`src/hdl/clbs_pkg.sv`:
```
`timescale 1ns / 1ps
`default_nettype none
// ----------------------------------------------------------------------------
// clbs_pkg
// Shared constants, codes and types of the crop / letterbox / bilinear scaler.
// ----------------------------------------------------------------------------
package clbs_pkg;

    localparam int MAX_BOX_SIDE_DEF   = 128;
    localparam int MAX_FRAME_SIDE_DEF = 1024;
    localparam int FRAC_BITS_DEF      = 16;

    localparam int COORD_W     = 10;   // pos_col / pos_row / box_left / box_top
    localparam int CH_W        = 8;    // one color channel
    localparam int PIX_W       = 3 * CH_W;
    localparam int BOX_REG_W   = 8;
    localparam int FRAME_REG_W = 11;
    localparam int CFG_IDX_W   = 3;
    localparam int CFG_DATA_W  = 11;

    // start accept to result strobe, in cycles
    localparam int LATENCY = 6;

    localparam logic ACT_LOAD = 1'b0;
    localparam logic ACT_REQ  = 1'b1;

    localparam logic [CFG_IDX_W-1:0] CFG_BOX_LEFT         = 3'd0;
    localparam logic [CFG_IDX_W-1:0] CFG_BOX_TOP          = 3'd1;
    localparam logic [CFG_IDX_W-1:0] CFG_BOX_WIDTH        = 3'd2;
    localparam logic [CFG_IDX_W-1:0] CFG_BOX_HEIGHT       = 3'd3;
    localparam logic [CFG_IDX_W-1:0] CFG_FRAME_OUT_WIDTH  = 3'd4;
    localparam logic [CFG_IDX_W-1:0] CFG_FRAME_OUT_HEIGHT = 3'd5;

    // per-word control carried down the request pipeline
    typedef struct packed {
        logic req;      // word is a request that produces a result
        logic pad;      // inside a letterbox bar or outside the frame
        logic inval;    // zero-size box
        logic x_odd;    // parity of left neighbor column
        logic y_odd;    // parity of top neighbor row
        logic x_same;   // right neighbor clamped onto left one
        logic y_same;   // bottom neighbor clamped onto top one
    } t_tag;

    typedef enum logic [6:0] {
        D_IDLE     = 7'b0000001,
        D_FIT_GO   = 7'b0000010,
        D_FIT_WAIT = 7'b0000100,
        D_COL_GO   = 7'b0001000,
        D_COL_WAIT = 7'b0010000,
        D_ROW_GO   = 7'b0100000,
        D_ROW_WAIT = 7'b1000000
    } t_dstate;

endpackage
`default_nettype wire

```
`src/hdl/clbs_front.sv`:
```
`timescale 1ns / 1ps
`default_nettype none
// ----------------------------------------------------------------------------
// clbs_front
// Input register, load/request decode, position multiply and neighbor
// address generation for the four parity banks.
// ----------------------------------------------------------------------------
module clbs_front #(
    parameter int MAX_BOX_SIDE   = clbs_pkg::MAX_BOX_SIDE_DEF,
    parameter int MAX_FRAME_SIDE = clbs_pkg::MAX_FRAME_SIDE_DEF,
    parameter int FRAC_BITS      = clbs_pkg::FRAC_BITS_DEF,
    localparam int BOX_W   = $clog2(MAX_BOX_SIDE + 1),
    localparam int FRAME_W = $clog2(MAX_FRAME_SIDE + 1),
    localparam int BXW     = $clog2(MAX_BOX_SIDE),
    localparam int STEP_W  = BXW + FRAC_BITS,
    localparam int HALF    = (MAX_BOX_SIDE + 1) / 2,
    localparam int HW      = (HALF > 1) ? $clog2(HALF) : 1,
    localparam int AW      = 2 * HW
) (
    input  wire logic                          i_clk,
    input  wire logic                          i_rst_n,
    input  wire logic                          i_acc,
    input  wire logic                          i_action,
    input  wire logic [clbs_pkg::COORD_W-1:0]  i_col,
    input  wire logic [clbs_pkg::COORD_W-1:0]  i_row,
    input  wire logic [clbs_pkg::PIX_W-1:0]    i_pix,
    input  wire logic [clbs_pkg::COORD_W-1:0]  i_box_left,
    input  wire logic [clbs_pkg::COORD_W-1:0]  i_box_top,
    input  wire logic [BOX_W-1:0]              i_bw,
    input  wire logic [BOX_W-1:0]              i_bh,
    input  wire logic [FRAME_W-1:0]            i_ow,
    input  wire logic [FRAME_W-1:0]            i_oh,
    input  wire logic [FRAME_W-1:0]            i_fw,
    input  wire logic [FRAME_W-1:0]            i_fh,
    input  wire logic [FRAME_W-1:0]            i_pad,
    input  wire logic                          i_byw,
    input  wire logic [STEP_W-1:0]             i_col_step,
    input  wire logic [STEP_W-1:0]             i_row_step,
    output logic      [3:0]                    o_we,
    output logic      [AW-1:0]                 o_waddr,
    output logic      [clbs_pkg::PIX_W-1:0]    o_wdata,
    output logic      [AW-1:0]                 o_raddr [4],
    output clbs_pkg::t_tag                     o_tag,
    output logic      [FRAC_BITS-1:0]          o_fx,
    output logic      [FRAC_BITS-1:0]          o_fy
);

    localparam int CW  = clbs_pkg::COORD_W;
    localparam int CMP = ((FRAME_W > CW) ? FRAME_W : CW) + 1;
    localparam int PXW = STEP_W + CW;
    localparam int XW  = PXW - FRAC_BITS;

    // stage A: accepted word
    logic                       r_a_valid, r_a_act;
    logic [CW-1:0]              r_a_col, r_a_row;
    logic [clbs_pkg::PIX_W-1:0] r_a_pix;

    always_ff @(posedge i_clk) begin
        if (!i_rst_n) begin
            r_a_valid <= 1'b0;
        end else begin
            r_a_valid <= i_acc;
        end
    end

    always_ff @(posedge i_clk) begin
        r_a_act <= i_action;
        r_a_col <= i_col;
        r_a_row <= i_row;
        r_a_pix <= i_pix;
    end

    // decode
    logic           box_ok, in_box, out_frame, in_bar;
    logic [CW:0]    dc, dr;
    logic [BXW-1:0] lx, ly;
    logic [BXW:0]   lx_e, ly_e;
    logic [CMP-1:0] di, dj;
    logic [CW-1:0]  req_i, req_j;

    always_comb begin
        box_ok = (i_bw != '0) && (i_bh != '0);
        dc     = {1'b0, r_a_col} - {1'b0, i_box_left};
        dr     = {1'b0, r_a_row} - {1'b0, i_box_top};
        in_box = box_ok && !dc[CW] && !dr[CW]
                 && (32'(dc) < 32'(i_bw)) && (32'(dr) < 32'(i_bh));
        lx     = BXW'(dc);
        ly     = BXW'(dr);
        lx_e   = {1'b0, lx};
        ly_e   = {1'b0, ly};

        out_frame = (32'(r_a_col) >= 32'(i_ow)) || (32'(r_a_row) >= 32'(i_oh));
        di        = CMP'(r_a_row) - CMP'(i_pad);
        dj        = CMP'(r_a_col) - CMP'(i_pad);
        if (i_byw) begin
            in_bar = (32'(r_a_row) < 32'(i_pad)) || (32'(di) >= 32'(i_fh));
            req_i  = di[CW-1:0];
            req_j  = r_a_col;
        end else begin
            in_bar = (32'(r_a_col) < 32'(i_pad)) || (32'(dj) >= 32'(i_fw));
            req_i  = r_a_row;
            req_j  = dj[CW-1:0];
        end
    end

    // stage B: store write and request coordinate
    clbs_pkg::t_tag             r_b_tag, n_b_tag;
    logic [CW-1:0]              r_b_i, r_b_j;
    logic [3:0]                 r_b_we, n_b_we;
    logic [AW-1:0]              r_b_waddr;
    logic [clbs_pkg::PIX_W-1:0] r_b_wdata;

    always_comb begin
        n_b_tag       = '0;
        n_b_tag.req   = r_a_valid && (r_a_act == clbs_pkg::ACT_REQ);
        n_b_tag.inval = !box_ok;
        n_b_tag.pad   = box_ok && (out_frame || in_bar);
        n_b_we        = '0;
        if (r_a_valid && (r_a_act == clbs_pkg::ACT_LOAD) && in_box) begin
            n_b_we[{ly[0], lx[0]}] = 1'b1;
        end
    end

    always_ff @(posedge i_clk) begin
        if (!i_rst_n) begin
            r_b_tag <= '0;
            r_b_we  <= '0;
        end else begin
            r_b_tag <= n_b_tag;
            r_b_we  <= n_b_we;
        end
    end

    always_ff @(posedge i_clk) begin
        r_b_i     <= req_i;
        r_b_j     <= req_j;
        r_b_waddr <= {ly_e[HW:1], lx_e[HW:1]};
        r_b_wdata <= r_a_pix;
    end

    // stage C: fixed-point source position
    clbs_pkg::t_tag r_c_tag;
    logic [PXW-1:0] r_c_xp, r_c_yp;

    always_ff @(posedge i_clk) begin
        if (!i_rst_n) begin
            r_c_tag <= '0;
        end else begin
            r_c_tag <= r_b_tag;
        end
    end

    always_ff @(posedge i_clk) begin
        r_c_xp <= PXW'(i_col_step) * PXW'(r_b_j);
        r_c_yp <= PXW'(i_row_step) * PXW'(r_b_i);
    end

    // neighbor selection and bank addresses
    logic [XW-1:0]  xf, yf, xc, yc, bwm1, bhm1;
    logic [BXW-1:0] x0, y0;
    logic [BXW:0]   x0e, y0e, x1e, y1e;
    logic [HW-1:0]  xa [2];
    logic [HW-1:0]  ya [2];

    always_comb begin
        xf   = r_c_xp[PXW-1:FRAC_BITS];
        yf   = r_c_yp[PXW-1:FRAC_BITS];
        bwm1 = XW'(i_bw) - XW'(1);
        bhm1 = XW'(i_bh) - XW'(1);
        xc   = (xf > bwm1) ? bwm1 : xf;
        yc   = (yf > bhm1) ? bhm1 : yf;
        x0   = BXW'(xc);
        y0   = BXW'(yc);
        x0e  = {1'b0, x0};
        y0e  = {1'b0, y0};
        x1e  = x0e + 1'b1;
        y1e  = y0e + 1'b1;
        // even bank holds the even one of the pair, odd bank the odd one
        xa[0] = x1e[HW:1];
        xa[1] = x0e[HW:1];
        ya[0] = y1e[HW:1];
        ya[1] = y0e[HW:1];
        for (int b = 0; b < 4; b++) begin
            o_raddr[b] = {ya[b / 2], xa[b % 2]};
        end
    end

    // stage D: aligned with RAM read data
    clbs_pkg::t_tag       r_d_tag, n_d_tag;
    logic [FRAC_BITS-1:0] r_d_fx, r_d_fy;

    always_comb begin
        n_d_tag        = r_c_tag;
        n_d_tag.x_odd  = x0[0];
        n_d_tag.y_odd  = y0[0];
        n_d_tag.x_same = xc == bwm1;
        n_d_tag.y_same = yc == bhm1;
    end

    always_ff @(posedge i_clk) begin
        if (!i_rst_n) begin
            r_d_tag <= '0;
        end else begin
            r_d_tag <= n_d_tag;
        end
    end

    always_ff @(posedge i_clk) begin
        r_d_fx <= r_c_xp[FRAC_BITS-1:0];
        r_d_fy <= r_c_yp[FRAC_BITS-1:0];
    end

    assign o_we    = r_b_we;
    assign o_waddr = r_b_waddr;
    assign o_wdata = r_b_wdata;
    assign o_tag   = r_d_tag;
    assign o_fx    = r_d_fx;
    assign o_fy    = r_d_fy;

endmodule
`default_nettype wire

```
`config.mk`:
```
export PLATFORM = sky130hd
export DESIGN_NAME = clbs_front
export DESIGN_NICKNAME = d
export VERILOG_FILES = /design/src/hdl/clbs_pkg.sv /design/src/hdl/clbs_front.sv
export SDC_FILE = /design/constraint.sdc
export NUM_CORES = 1
export LEC_CHECK = 0
export ABC_AREA = 1
export BUFFER_PORTS_ARGS = -buffer_cell sky130_fd_sc_hd__buf_2
export CAP_MARGIN = 20
export CORE_UTILIZATION = 28
export DETAILED_ROUTE_END_ITERATION = 10
export PLACE_DENSITY_LB_ADDON = 0.05
export SLEW_MARGIN = 20
export SYNTH_ARGS = -nofsm -noshare
export SYNTH_HDL_FRONTEND = slang
export SYNTH_SLANG_ARGS = --single-unit
```
`constraint.sdc`:
```
create_clock -name i_clk -period 9.78 [get_ports i_clk]
set_input_delay 0.489 -clock i_clk [delete_from_list [all_inputs] [get_ports i_clk]]
set_output_delay 0.489 -clock i_clk [all_outputs]
set_load 0.03 [all_outputs]
```
==> impl_results.md <==
* CTS root buf: clkbuf_16
* Routed WL at 78400 um
* Tmin final at 5.89 ns
* Cells after synthesis at 3258
* Asr flop ratio synth at 0
* CTS tree: yes
* FF+latch count, synth at 217
* DIE AREA at 91200 um2
* Setup TNS at 0 ns
* Crit-path max FO at 23
* Fmax at 170 MHz
* TritonCTS Buffers at 31
* PortBufs at 312
* CP required at 10.30 ns
* Cell variety after synth at 46
* PnR worst setup slack at 3.89 ns
* RSZ-0062 raised after global routing: false
* Reg clk slew, reported paths at 0.06 ns
* Syn. warnings at 0
* Initial DRC Count at 873
* Grt total ovfl at 0
* Vias after detailed routing at 20200
* Post-DRT Antenna Nets at 0
* Drt drc at 18
* Starting density of the core at 0.284
* Finished Core Util at 0.329
* WL/cell at 16.6 um
* Max clock buf depth at 3
* Post-DP HPWL at 65500 um
* RR Startpoint: r_b_i[5]
* First-pass DRT Iterations at 10
* Share of cells above drive strength 1 at 0.116
* Largest net degree at the start of global routing at 24
* Clk Latency, worst-skew pair at 0.63 ns
* Post-Place Worst Slack at 3.98 ns
* Die W at 302 um
* Max-cap viol count at 0
* Cell Area, Synth at 25200 um2
* H-Tree Depth at 1
* Site Rows at 109
* Post-synthesis sequential area ratio at 0.172
* Failing checks: DRC
* Fin nets at 4335
* Worst Max-Slew Pin Slew at 1.14 ns
* Syn avg cell area at 7.74 um2
* Hold Slack at 0.123 ns
* Die Y at 302 um
* Slew Viols, Final at 0
* Tcrit/Tclk final at 0.603
* Final setup violation count at 0
* Vias in the first global route at 21700
* Placeable Area at 88800 um2
* Cts repair resizes at 0
* GRT Overall Usage at 0.176
* Yosys top cell area share at 0.267
* Area leader, netlist: fa_1
* Layout overhead on the synthesized area at 15.9%
* Io pins at 313
* CP Launch Point: r_b_i[5]
* Nature of the critical path endpoint: flop
* Initial antenna violation count at 3
* Syn_nets at 4050
* Critical path data arrival time at 6.42 ns
* R2r setup slk at 3.89 ns
* Rel. slew slack at 0.240
* Critical path class: reg2reg
* Hold crit path type: in2reg
* Commonest non-fill, non-tap cell in the layout: nand2_1
* Worst Skew at 0.0311 ns
* Vias per Instance at 4.26
* Area contributors post-synth: fa_1, dfxtp_1, ha_1
* Outcome: complete, but fails checks
* Most frequent cells in the layout: nand2_1, inv_1, fa_1
* GP Congestion at 0.826
* Global-route wire length before repair at 124000 um
* Hold path start: i_acc
* Hold Fails Final Rpt at 0
* Post-synth EDFFs at 0
* Setup crit start kind: flop
* Main flop type after synthesis: dfxtp_1
* CTS sink count at 217
path summary, 6_finish.rpt:
path	end	cells after the start
setup / recovery	r_c_yp[23]	21
setup reg to reg	r_c_yp[23]	21
hold / removal	r_a_valid	3
hold reg to reg	o_fx[8]	0
synthesized netlist by cell type, drive strengths merged (3+ instances only):
cell type and instances:
a31oi 21, nand4 27, a21boi 3, dfxtp 217, clkbuf 90, o221ai 4, a21o 17, nand2 861
nor3 22, o31ai 5, inv 821, nor4 6, nor2 112, ha 270, nand3 94, xnor2 27
o211ai 4, o21bai 9, a221oi 5, o21ai 56, a21oi 121, buf 27, o21a 5, nand3b 4
xor2 85, fa 336
kinds of logic after synthesis:
group | count (synthesis) | share of synthesized area
and+or+nand+nor | 1127 | 0.184
adders and majority gates | 606 | 0.401
DFF | 217 | 0.172
buffers and inverters | 938 | 0.144
AOI/OAI and AO/OA | 258 | 0.0592
xor gates and xnor gates | 112 | 0.0389
flip-flops by register name (all words and copies together) (netlist names), 3 cells and up:
name	cells
r_c_xp	33
o_tag	7
r_b_i	10
r_a_col	10
r_b_tag	3
o_we	4
o_fx	16
r_c_yp	33
n_d_tag	3
o_waddr	12
r_a_pix	24
o_wdata	24
r_b_j	10
o_fy	16
r_a_row	10
cell type report:
class | count | area (um2)
Antenna cell | 1 | 2.50
Clock buffer | 38 | 812
Clock inverter | 16 | 195
Fill cell | 9659 | 59600
Inverter | 821 | 3080
Multi-Input combinational cell | 2103 | 17200
Sequential cell | 217 | 4340
Tap cell | 1165 | 1460
Timing Repair Buffer | 369 | 2100
routing by layer:
layer,routed length (um),up-vias,share of wire,global-route usage
met5,27,-,0.00034,0
met2,36700,270,0.47,0.299
li1,-,10300,-,-
met4,1420,4,0.018,0.0325
met3,2710,67,0.035,0.0231
met1,37600,9550,0.48,0.239
critical path, cell delays in order, from the launching register on:
cell	delay, ns
dfxtp_1	1.00
nand2_1	0.17
fa_1	0.54
fa_1	0.54
inv_1	0.06
fa_1	0.46
fa_1	0.49
inv_1	0.05
fa_1	0.47
inv_1	0.04
ha_1	0.33
nand2_1	0.19
nor2_1	0.14
inv_1	0.04
o21ai_0	0.49
nand2_1	0.10
nand2_1	0.18
nand2_1	0.07
nand2_1	0.10
nand2_1	0.06
nand2_1	0.08
xor2_1	0.18
stage by stage:
stage	cells	cell area (um2)
6_report	4730	29200
5_1_grt	4729	29200
4_1_cts	4729	29200
3_5_place_dp	4630	27800
3_3_place_gp	4630	27800
2_1_floorplan	3258	25200
what timing repair did:
item / in CTS / in global routing
endpoints found under the hold margin: 45 / 0
hold buffers: 45 / 0
setup buffers: 0 / 0
Power is not shown: default switching activity piles up to over one toggle a cycle in this logic, so the estimate is an artifact.
