===== config.mk =====
export PLATFORM = sky130hd
export DESIGN_NAME = clbs_cfg
export DESIGN_NICKNAME = d
export VERILOG_FILES = /design/src/hdl/clbs_pkg.sv /design/src/hdl/clbs_div.sv /design/src/hdl/clbs_cfg.sv
export SDC_FILE = /design/constraint.sdc
export NUM_CORES = 1
export LEC_CHECK = 0
export ABC_CLOCK_PERIOD_IN_PS = 11100
export BUFFER_PORTS_ARGS = -buffer_cell sky130_fd_sc_hd__buf_2
export CAP_MARGIN = 20
export CORE_MARGIN = 2
export CORE_UTILIZATION = 66
export DETAILED_ROUTE_END_ITERATION = 8
export GPL_TIMING_DRIVEN = 0
export PLACE_DENSITY = 0.93
export SLEW_MARGIN = 0
export SYNTH_ARGS = -nofsm -noshare
export SYNTH_HDL_FRONTEND = slang
export SYNTH_SLANG_ARGS = --single-unit

===== constraint.sdc =====
create_clock -name i_clk -period 11.1 [get_ports i_clk]
set_input_delay 0.555 -clock i_clk [delete_from_list [all_inputs] [get_ports i_clk]]
set_output_delay 0.555 -clock i_clk [all_outputs]
set_load 0.05 [all_outputs]

===== src/hdl/clbs_pkg.sv =====
`timescale 1ns / 1ps
`default_nettype none
// ----------------------------------------------------------------------------
// clbs_pkg
// Shared constants, codes and types of the crop / letterbox / bilinear scaler.
// ----------------------------------------------------------------------------
package clbs_pkg;

    localparam int MAX_BOX_SIDE_DEF   = 128;
    localparam int MAX_FRAME_SIDE_DEF = 1024;
    localparam int FRAC_BITS_DEF      = 16;

    localparam int COORD_W     = 10;   // pos_col / pos_row / box_left / box_top
    localparam int CH_W        = 8;    // one color channel
    localparam int PIX_W       = 3 * CH_W;
    localparam int BOX_REG_W   = 8;
    localparam int FRAME_REG_W = 11;
    localparam int CFG_IDX_W   = 3;
    localparam int CFG_DATA_W  = 11;

    // start accept to result strobe, in cycles
    localparam int LATENCY = 6;

    localparam logic ACT_LOAD = 1'b0;
    localparam logic ACT_REQ  = 1'b1;

    localparam logic [CFG_IDX_W-1:0] CFG_BOX_LEFT         = 3'd0;
    localparam logic [CFG_IDX_W-1:0] CFG_BOX_TOP          = 3'd1;
    localparam logic [CFG_IDX_W-1:0] CFG_BOX_WIDTH        = 3'd2;
    localparam logic [CFG_IDX_W-1:0] CFG_BOX_HEIGHT       = 3'd3;
    localparam logic [CFG_IDX_W-1:0] CFG_FRAME_OUT_WIDTH  = 3'd4;
    localparam logic [CFG_IDX_W-1:0] CFG_FRAME_OUT_HEIGHT = 3'd5;

    // per-word control carried down the request pipeline
    typedef struct packed {
        logic req;      // word is a request that produces a result
        logic pad;      // inside a letterbox bar or outside the frame
        logic inval;    // zero-size box
        logic x_odd;    // parity of left neighbor column
        logic y_odd;    // parity of top neighbor row
        logic x_same;   // right neighbor clamped onto left one
        logic y_same;   // bottom neighbor clamped onto top one
    } t_tag;

    typedef enum logic [6:0] {
        D_IDLE     = 7'b0000001,
        D_FIT_GO   = 7'b0000010,
        D_FIT_WAIT = 7'b0000100,
        D_COL_GO   = 7'b0001000,
        D_COL_WAIT = 7'b0010000,
        D_ROW_GO   = 7'b0100000,
        D_ROW_WAIT = 7'b1000000
    } t_dstate;

endpackage
`default_nettype wire


===== src/hdl/clbs_div.sv =====
`timescale 1ns / 1ps
`default_nettype none
// ----------------------------------------------------------------------------
// clbs_div
// Restoring unsigned divider, one quotient bit per cycle.
// ----------------------------------------------------------------------------
module clbs_div #(
    parameter int DW  = 23,
    parameter int DVW = 11
) (
    input  wire logic           i_clk,
    input  wire logic           i_rst_n,
    input  wire logic           i_start,
    input  wire logic [DW-1:0]  i_dividend,
    input  wire logic [DVW-1:0] i_divisor,
    output logic                o_done,
    output logic      [DW-1:0]  o_quot
);

    localparam int CNT_W = $clog2(DW + 1);

    logic             r_busy;
    logic [CNT_W-1:0] r_cnt;
    logic [DVW-1:0]   r_rem;
    logic [DW-1:0]    r_quo;
    logic [DVW-1:0]   r_dvs;
    logic             r_done;

    logic [DVW:0]     trial;
    logic             fits;

    assign trial = {r_rem, r_quo[DW-1]};
    assign fits  = trial >= {1'b0, r_dvs};

    always_ff @(posedge i_clk) begin
        if (!i_rst_n) begin
            r_busy <= 1'b0;
            r_done <= 1'b0;
            r_cnt  <= '0;
        end else begin
            r_done <= 1'b0;
            if (i_start) begin
                r_busy <= 1'b1;
                r_cnt  <= CNT_W'(DW);
            end else if (r_busy) begin
                r_cnt <= r_cnt - 1'b1;
                if (r_cnt == CNT_W'(1)) begin
                    r_busy <= 1'b0;
                    r_done <= 1'b1;
                end
            end
        end
    end

    always_ff @(posedge i_clk) begin
        if (i_start) begin
            r_quo <= i_dividend;
            r_rem <= '0;
            r_dvs <= i_divisor;
        end else if (r_busy) begin
            r_rem <= fits ? DVW'(trial - {1'b0, r_dvs}) : DVW'(trial);
            r_quo <= {r_quo[DW-2:0], fits};
        end
    end

    assign o_done = r_done;
    assign o_quot = r_quo;

endmodule
`default_nettype wire


===== src/hdl/clbs_cfg.sv =====
`timescale 1ns / 1ps
`default_nettype none
// ----------------------------------------------------------------------------
// clbs_cfg
// Configuration registers and the fit sequencer that derives fitted size,
// bar width and Q-format step ratios through a shared serial divider.
// ----------------------------------------------------------------------------
module clbs_cfg #(
    parameter int MAX_BOX_SIDE   = clbs_pkg::MAX_BOX_SIDE_DEF,
    parameter int MAX_FRAME_SIDE = clbs_pkg::MAX_FRAME_SIDE_DEF,
    parameter int FRAC_BITS      = clbs_pkg::FRAC_BITS_DEF,
    localparam int BOX_W   = $clog2(MAX_BOX_SIDE + 1),
    localparam int FRAME_W = $clog2(MAX_FRAME_SIDE + 1),
    localparam int BXW     = $clog2(MAX_BOX_SIDE),
    localparam int STEP_W  = BXW + FRAC_BITS
) (
    input  wire logic                             i_clk,
    input  wire logic                             i_rst_n,
    input  wire logic                             i_we,
    input  wire logic [clbs_pkg::CFG_IDX_W-1:0]   i_index,
    input  wire logic [clbs_pkg::CFG_DATA_W-1:0]  i_data,
    output logic                                  o_busy,
    output logic      [clbs_pkg::COORD_W-1:0]     o_box_left,
    output logic      [clbs_pkg::COORD_W-1:0]     o_box_top,
    output logic      [BOX_W-1:0]                 o_bw,
    output logic      [BOX_W-1:0]                 o_bh,
    output logic      [FRAME_W-1:0]               o_ow,
    output logic      [FRAME_W-1:0]               o_oh,
    output logic      [FRAME_W-1:0]               o_fw,
    output logic      [FRAME_W-1:0]               o_fh,
    output logic      [FRAME_W-1:0]               o_pad,
    output logic                                  o_byw,
    output logic      [STEP_W-1:0]                o_col_step,
    output logic      [STEP_W-1:0]                o_row_step
);

    localparam int PW  = BOX_W + FRAME_W;
    localparam int DW  = (PW > STEP_W) ? PW : STEP_W;
    localparam int DVW = (BOX_W > FRAME_W) ? BOX_W : FRAME_W;

    logic [clbs_pkg::COORD_W-1:0]     r_box_left, r_box_top;
    logic [clbs_pkg::BOX_REG_W-1:0]   r_box_width, r_box_height;
    logic [clbs_pkg::FRAME_REG_W-1:0] r_frame_w, r_frame_h;

    clbs_pkg::t_dstate r_state, n_state;
    logic [FRAME_W-1:0] r_fw, r_fh, r_pad;
    logic               r_byw;
    logic [STEP_W-1:0]  r_col_step, r_row_step;

    logic [BOX_W-1:0]   bw, bh;
    logic [FRAME_W-1:0] ow, oh;
    logic [PW-1:0]      prod_wh, prod_hw;
    logic               byw_c, box_ok, go;

    logic               div_start, div_done;
    logic [DW-1:0]      div_dividend, div_quot;
    logic [DVW-1:0]     div_divisor;
    logic [FRAME_W-1:0] quot_f;

    // effective sizes: box saturates, frame clamps into 1..MAX
    always_comb begin
        bw = (32'(r_box_width) > 32'(MAX_BOX_SIDE)) ? BOX_W'(MAX_BOX_SIDE)
                                                     : BOX_W'(r_box_width);
        bh = (32'(r_box_height) > 32'(MAX_BOX_SIDE)) ? BOX_W'(MAX_BOX_SIDE)
                                                      : BOX_W'(r_box_height);
        if (r_frame_w == '0) begin
            ow = FRAME_W'(1);
        end else if (32'(r_frame_w) > 32'(MAX_FRAME_SIDE)) begin
            ow = FRAME_W'(MAX_FRAME_SIDE);
        end else begin
            ow = FRAME_W'(r_frame_w);
        end
        if (r_frame_h == '0) begin
            oh = FRAME_W'(1);
        end else if (32'(r_frame_h) > 32'(MAX_FRAME_SIDE)) begin
            oh = FRAME_W'(MAX_FRAME_SIDE);
        end else begin
            oh = FRAME_W'(r_frame_h);
        end
    end

    assign box_ok  = (bw != '0) && (bh != '0);
    assign prod_wh = PW'(bw) * PW'(oh);
    assign prod_hw = PW'(bh) * PW'(ow);
    assign byw_c   = prod_wh > prod_hw;
    assign quot_f  = FRAME_W'(div_quot);

    // register writes
    always_comb begin
        go = 1'b0;
        if (i_we) begin
            unique case (i_index)
                clbs_pkg::CFG_BOX_LEFT,
                clbs_pkg::CFG_BOX_TOP,
                clbs_pkg::CFG_BOX_WIDTH,
                clbs_pkg::CFG_BOX_HEIGHT,
                clbs_pkg::CFG_FRAME_OUT_WIDTH,
                clbs_pkg::CFG_FRAME_OUT_HEIGHT: go = 1'b1;
                default:                        go = 1'b0;
            endcase
        end
    end

    always_ff @(posedge i_clk) begin
        if (!i_rst_n) begin
            r_box_left   <= '0;
            r_box_top    <= '0;
            r_box_width  <= '0;
            r_box_height <= '0;
            r_frame_w    <= clbs_pkg::FRAME_REG_W'(1);
            r_frame_h    <= clbs_pkg::FRAME_REG_W'(1);
        end else if (i_we) begin
            unique case (i_index)
                clbs_pkg::CFG_BOX_LEFT:
                    r_box_left <= i_data[clbs_pkg::COORD_W-1:0];
                clbs_pkg::CFG_BOX_TOP:
                    r_box_top <= i_data[clbs_pkg::COORD_W-1:0];
                clbs_pkg::CFG_BOX_WIDTH:
                    r_box_width <= i_data[clbs_pkg::BOX_REG_W-1:0];
                clbs_pkg::CFG_BOX_HEIGHT:
                    r_box_height <= i_data[clbs_pkg::BOX_REG_W-1:0];
                clbs_pkg::CFG_FRAME_OUT_WIDTH:
                    r_frame_w <= i_data[clbs_pkg::FRAME_REG_W-1:0];
                clbs_pkg::CFG_FRAME_OUT_HEIGHT:
                    r_frame_h <= i_data[clbs_pkg::FRAME_REG_W-1:0];
                default: ;
            endcase
        end
    end

    // fit sequencer
    always_comb begin
        n_state      = r_state;
        div_start    = 1'b0;
        div_dividend = '0;
        div_divisor  = '0;
        unique case (r_state)
            clbs_pkg::D_IDLE: ;
            clbs_pkg::D_FIT_GO: begin
                if (box_ok) begin
                    div_start    = 1'b1;
                    div_dividend = byw_c ? DW'(PW'(ow) * PW'(bh)) : DW'(PW'(oh) * PW'(bw));
                    div_divisor  = byw_c ? DVW'(bw) : DVW'(bh);
                    n_state      = clbs_pkg::D_FIT_WAIT;
                end else begin
                    n_state = clbs_pkg::D_IDLE;
                end
            end
            clbs_pkg::D_FIT_WAIT: begin
                if (div_done) n_state = clbs_pkg::D_COL_GO;
            end
            clbs_pkg::D_COL_GO: begin
                if (r_fw != '0) begin
                    div_start    = 1'b1;
                    div_dividend = DW'(STEP_W'(bw - 1'b1) << FRAC_BITS);
                    div_divisor  = DVW'(r_fw);
                    n_state      = clbs_pkg::D_COL_WAIT;
                end else begin
                    n_state = clbs_pkg::D_ROW_GO;
                end
            end
            clbs_pkg::D_COL_WAIT: begin
                if (div_done) n_state = clbs_pkg::D_ROW_GO;
            end
            clbs_pkg::D_ROW_GO: begin
                if (r_fh != '0) begin
                    div_start    = 1'b1;
                    div_dividend = DW'(STEP_W'(bh - 1'b1) << FRAC_BITS);
                    div_divisor  = DVW'(r_fh);
                    n_state      = clbs_pkg::D_ROW_WAIT;
                end else begin
                    n_state = clbs_pkg::D_IDLE;
                end
            end
            clbs_pkg::D_ROW_WAIT: begin
                if (div_done) n_state = clbs_pkg::D_IDLE;
            end
            default: n_state = clbs_pkg::D_IDLE;
        endcase
        if (go) n_state = clbs_pkg::D_FIT_GO;
    end

    always_ff @(posedge i_clk) begin
        if (!i_rst_n) begin
            r_state    <= clbs_pkg::D_IDLE;
            r_fw       <= '0;
            r_fh       <= '0;
            r_pad      <= '0;
            r_byw      <= 1'b0;
            r_col_step <= '0;
            r_row_step <= '0;
        end else begin
            r_state <= n_state;
            unique case (r_state)
                clbs_pkg::D_FIT_GO: begin
                    r_fw       <= '0;
                    r_fh       <= '0;
                    r_pad      <= '0;
                    r_byw      <= 1'b0;
                    r_col_step <= '0;
                    r_row_step <= '0;
                    if (box_ok) begin
                        r_byw <= byw_c;
                        if (byw_c) r_fw <= ow;
                        else       r_fh <= oh;
                    end
                end
                clbs_pkg::D_FIT_WAIT: begin
                    if (div_done) begin
                        if (r_byw) begin
                            r_fh  <= quot_f;
                            r_pad <= (oh - quot_f) >> 1;
                        end else begin
                            r_fw  <= quot_f;
                            r_pad <= (ow - quot_f) >> 1;
                        end
                    end
                end
                clbs_pkg::D_COL_WAIT: begin
                    if (div_done) r_col_step <= STEP_W'(div_quot);
                end
                clbs_pkg::D_ROW_WAIT: begin
                    if (div_done) r_row_step <= STEP_W'(div_quot);
                end
                default: ;
            endcase
        end
    end

    clbs_div #(
        .DW  (DW),
        .DVW (DVW)
    ) u_div (
        .i_clk      (i_clk),
        .i_rst_n    (i_rst_n),
        .i_start    (div_start),
        .i_dividend (div_dividend),
        .i_divisor  (div_divisor),
        .o_done     (div_done),
        .o_quot     (div_quot)
    );

    assign o_busy     = r_state != clbs_pkg::D_IDLE;
    assign o_box_left = r_box_left;
    assign o_box_top  = r_box_top;
    assign o_bw       = bw;
    assign o_bh       = bh;
    assign o_ow       = ow;
    assign o_oh       = oh;
    assign o_fw       = r_fw;
    assign o_fh       = r_fh;
    assign o_pad      = r_pad;
    assign o_byw      = r_byw;
    assign o_col_step = r_col_step;
    assign o_row_step = r_row_step;

endmodule
`default_nettype wire


==> flow_metrics.py <==
metrics = {
    "synth": {
        "synth_area_per_cell_sq_um": 8.15,
        "netlist-cell-type-count": 77,
        "muxShareOfSynthArea_pct": 2.42,
        "synthesis.area_sq_mm": 0.0154,
        "synth_compound_area_share_pct": 15.6,
        "synth-seq-cells": 196,
        "synthCells": 1892,
        "synth_top_family_by_area": "adder cells",
        "async_reset_ff_share_pct": 0,
        "ys_seq_area_share_pct": 27.7,
        "synth-simple-area-share_pct": 19.3,
        "synthAdderAreaFrac_pct": 24.1,
        "yosys.area.top_type_share_pct": 21.0,
        "synth_edf_count": 34,
        "synthTopCellsByArea": "dfxtp_1 21%, fa_1 14%, ha_1 9.8%, edfxtp_1 6.6%, nand2_1 6.6%",
        "synthXorXnorAreaFrac_pct": 2.78,
        "ys_warn_count": 0,
        "yosys.area.top_type": "dfxtp_1",
        "synth-main-ff-cell": "dfxtp_1",
        "syn-num-nets": 2140,
    },
    "worst_setup_path": {
        "startpoint_type": "register",
        "path_buf_inv": 6,
        "crit_path_max_incr_delay_ns": 0.52,
        "path_class": "register to register",
        "end_kind": "register",
        "critPathTopFamily": "simple AND/OR/NAND/NOR gates",
        "crit_path_top_delay_cell": "nor4_1",
        "cp_max_fo": 10,
        "arrival_ns": 9.29,
        "crit_required_ns": 11.28,
    },
    "layout": {
        "final_area_sq_mm": 0.0172,
        "fin_cells": 2389,
        "n_antenna_cell": 0,
        "nNetsFinal": 2311,
        "layout_common_cells": "270 x nand2_1, 224 x inv_1, 184 x nor2_1, 171 x a21oi_1, 167 x buf_2",
        "multi_input_area_sq_mm": 0.00990,
        "final_common_cell": "nand2_1",
        "final-seq-area_sq_mm": 0.00426,
        "final_util_pct": 75.5,
        "area_growth_syn_to_layout_pct": 11.5,
        "fillers": 1689,
        "drive_above_1_share_pct": 10.9,
    },
    "pwr": {
        "ir_drop_uv": 77.6,
        "clkPwrFrac_pct": 39.0,
        "p_sw_uw": 546,
        "netSwitchingFraction_pct": 32.5,
        "power.density_mw_per_mm2": 97.8,
        "power_frac_comb_pct": 16.4,
        "p_leak_nw": 8.23,
        "p_seq_share_pct": 44.6,
        "internal_power_mw": 1.14,
    },
    "global_routing": {
        "overflow": 0,
        "grt_antenna_before_repair": 0,
        "grt_pass1_wl_um": 77800,
        "grt_use_total_pct": 41.6,
        "grt_pass1_vias": 14300,
        "grt_max_degree": 25,
    },
    "sta": {
        "fin_crit_ns": 9.11,
        "fin_tns_setup_ns": 0,
        "setup_violations": 0,
        "drv_slew": 0,
        "worst_slew_pin_slew_ns": 1.11,
        "rsz0062_at_grt": "no",
        "clock_skew_ns": 0.0134,
        "finalCritPeriodShare_pct": 82.1,
        "finalHoldViolations": 0,
        "fmax_mhz": 110,
        "max_slew_margin_pct": 25.4,
    },
    "placed_design": {
        "dp_hpwl_um": 39300,
        "dpl-instance-area_sq_mm": 0.0166,
        "place_inst": 2357,
        "gp_congestion": 1.04,
        "numPortBuffers": 152,
    },
    "cts": {
        "clkTransAtPathRegs_ns": 0.09,
        "clock_sinks": 196,
        "cts_buffers": 17,
        "post-cts-setup-buffers": 0,
        "clkLatencyLatePin_ns": 0.46,
        "cts-root-buf": "clkbuf_16",
        "cts_tree": "yes",
        "cts_resized": 0,
        "clock_path_buffers": 2,
        "cts_hold_buf": 0,
        "htreeDepth": 4,
    },
    "hold_path": {
        "hp-class": "input port to register",
    },
    "die": {
        "die_x_um": 157,
        "ios": 156,
        "die_area_sq_mm": 0.0246,
        "die_h_um": 157,
        "coreArea_sq_mm": 0.0228,
        "rows": 55,
        "initial_utilization_pct": 67.7,
    },
    "job": {
        "cap_violations": 0,
    },
    "route": {
        "drcViolationCount": 0,
        "drtAntennaViolNets": 0,
        "via_count": 15100,
        "detail_route.iter0.violations": 1774,
        "wl_per_cell_um": 21.3,
        "wl_um": 50900,
        "drtPass1Iterations": 6,
        "via_per_inst": 6.32,
    },
    "status": {
        "status": "complete, no violations",
    },
}
## cell type report
type | instances | area share, %
Multi-Input combinational cell | 1377 | 57.6
Sequential cell | 196 | 24.8
Inverter | 227 | 4.96
Timing Repair Buffer | 152 | 4.42
Clock buffer | 17 | 2.47
Buffer | 92 | 2.29
Tap cell | 313 | 2.28
Clock inverter | 15 | 1.17
## synth_stat cells, types with 16 or more instances
| library cell | count |
|---|---|
| a21o_1 | 20 |
| a21oi_1 | 171 |
| a31oi_1 | 17 |
| and3_1 | 16 |
| clkbuf_1 | 71 |
| dfxtp_1 | 162 |
| edfxtp_1 | 34 |
| fa_1 | 110 |
| ha_1 | 121 |
| inv_1 | 224 |
| mux2i_1 | 35 |
| nand2_1 | 270 |
| nand2b_1 | 18 |
| nand3_1 | 69 |
| nor2_1 | 184 |
| nor3_1 | 24 |
| o21ai_0 | 58 |
| xnor2_1 | 33 |
| xor2_1 | 16 |
## metrics by stage
stage	setup slack, ns	power [mW]	hold WS [ns]
2_1_floorplan	3.70	0.956	0.436
3_3_place_gp	2.41	1.02	0.436
3_5_place_dp	2.37	1.03	0.442
4_1_cts	2.26	1.66	0.355
5_1_grt	1.78	1.72	0.383
6_report	1.99	1.68	0.353
## final timing paths
path | slack, ns | startpoint | endpoint | depth (start not counted)
worst min register to register | 0.45 | o_row_step[7] | o_row_step[7] | 2
worst max register to register | 1.99 | r_frame_h[6] | u_div.o_quot[13] | 28
worst max-delay path | 1.99 | r_frame_h[6] | u_div.o_quot[13] | 28
worst min-delay path | 0.35 | i_data[10] | r_frame_h[10] | 3
## registers in the layout, summed over array words and instances, names as in the netlist, 11 cells and up
signal        cells
o_col_step       23
o_fh             11
o_fw             11
o_row_step       23
r_frame_h        11
r_frame_w        11
u_div.o_quot     23
u_div.r_dvs      11
u_div.r_rem      11
## metal layers
layer / up-vias / global-route usage [%] / part of all wire, %
met5: - / 0 / 0
met4: 0 / 23.5 / 6.1
met3: 210 / 7.98 / 12
met2: 1047 / 65.4 / 45
met1: 7167 / 54.0 / 38
li1: 6680 / - / -
## power by group through the flow
stage	sequential, mW	combinational (mW)	clock [mW]
6_report	0.750	0.275	0.656
5_1_grt	0.751	0.292	0.676
3_3_place_gp	0.765	0.259	0
4_1_cts	0.749	0.268	0.647
3_5_place_dp	0.766	0.266	0
2_1_floorplan	0.776	0.180	0
## worst min-delay path: stages
cell	delay (ns)
buf_2	0.11
nand2_1	0.05
a21oi_1	0.05
## logic make-up (layout without fill, tap and decap cells)
group	Yosys count	after routing
AOI/OAI and AO/OA	392	392
xor gates and xnor gates	49	49
adders and majority gates	231	231
buffers and inverters	319	503
DFF	196	196
muxes	37	37
other	1	1
and+or+nand+nor	667	667
No activity file was read; power rests on OpenSTA's default activity.
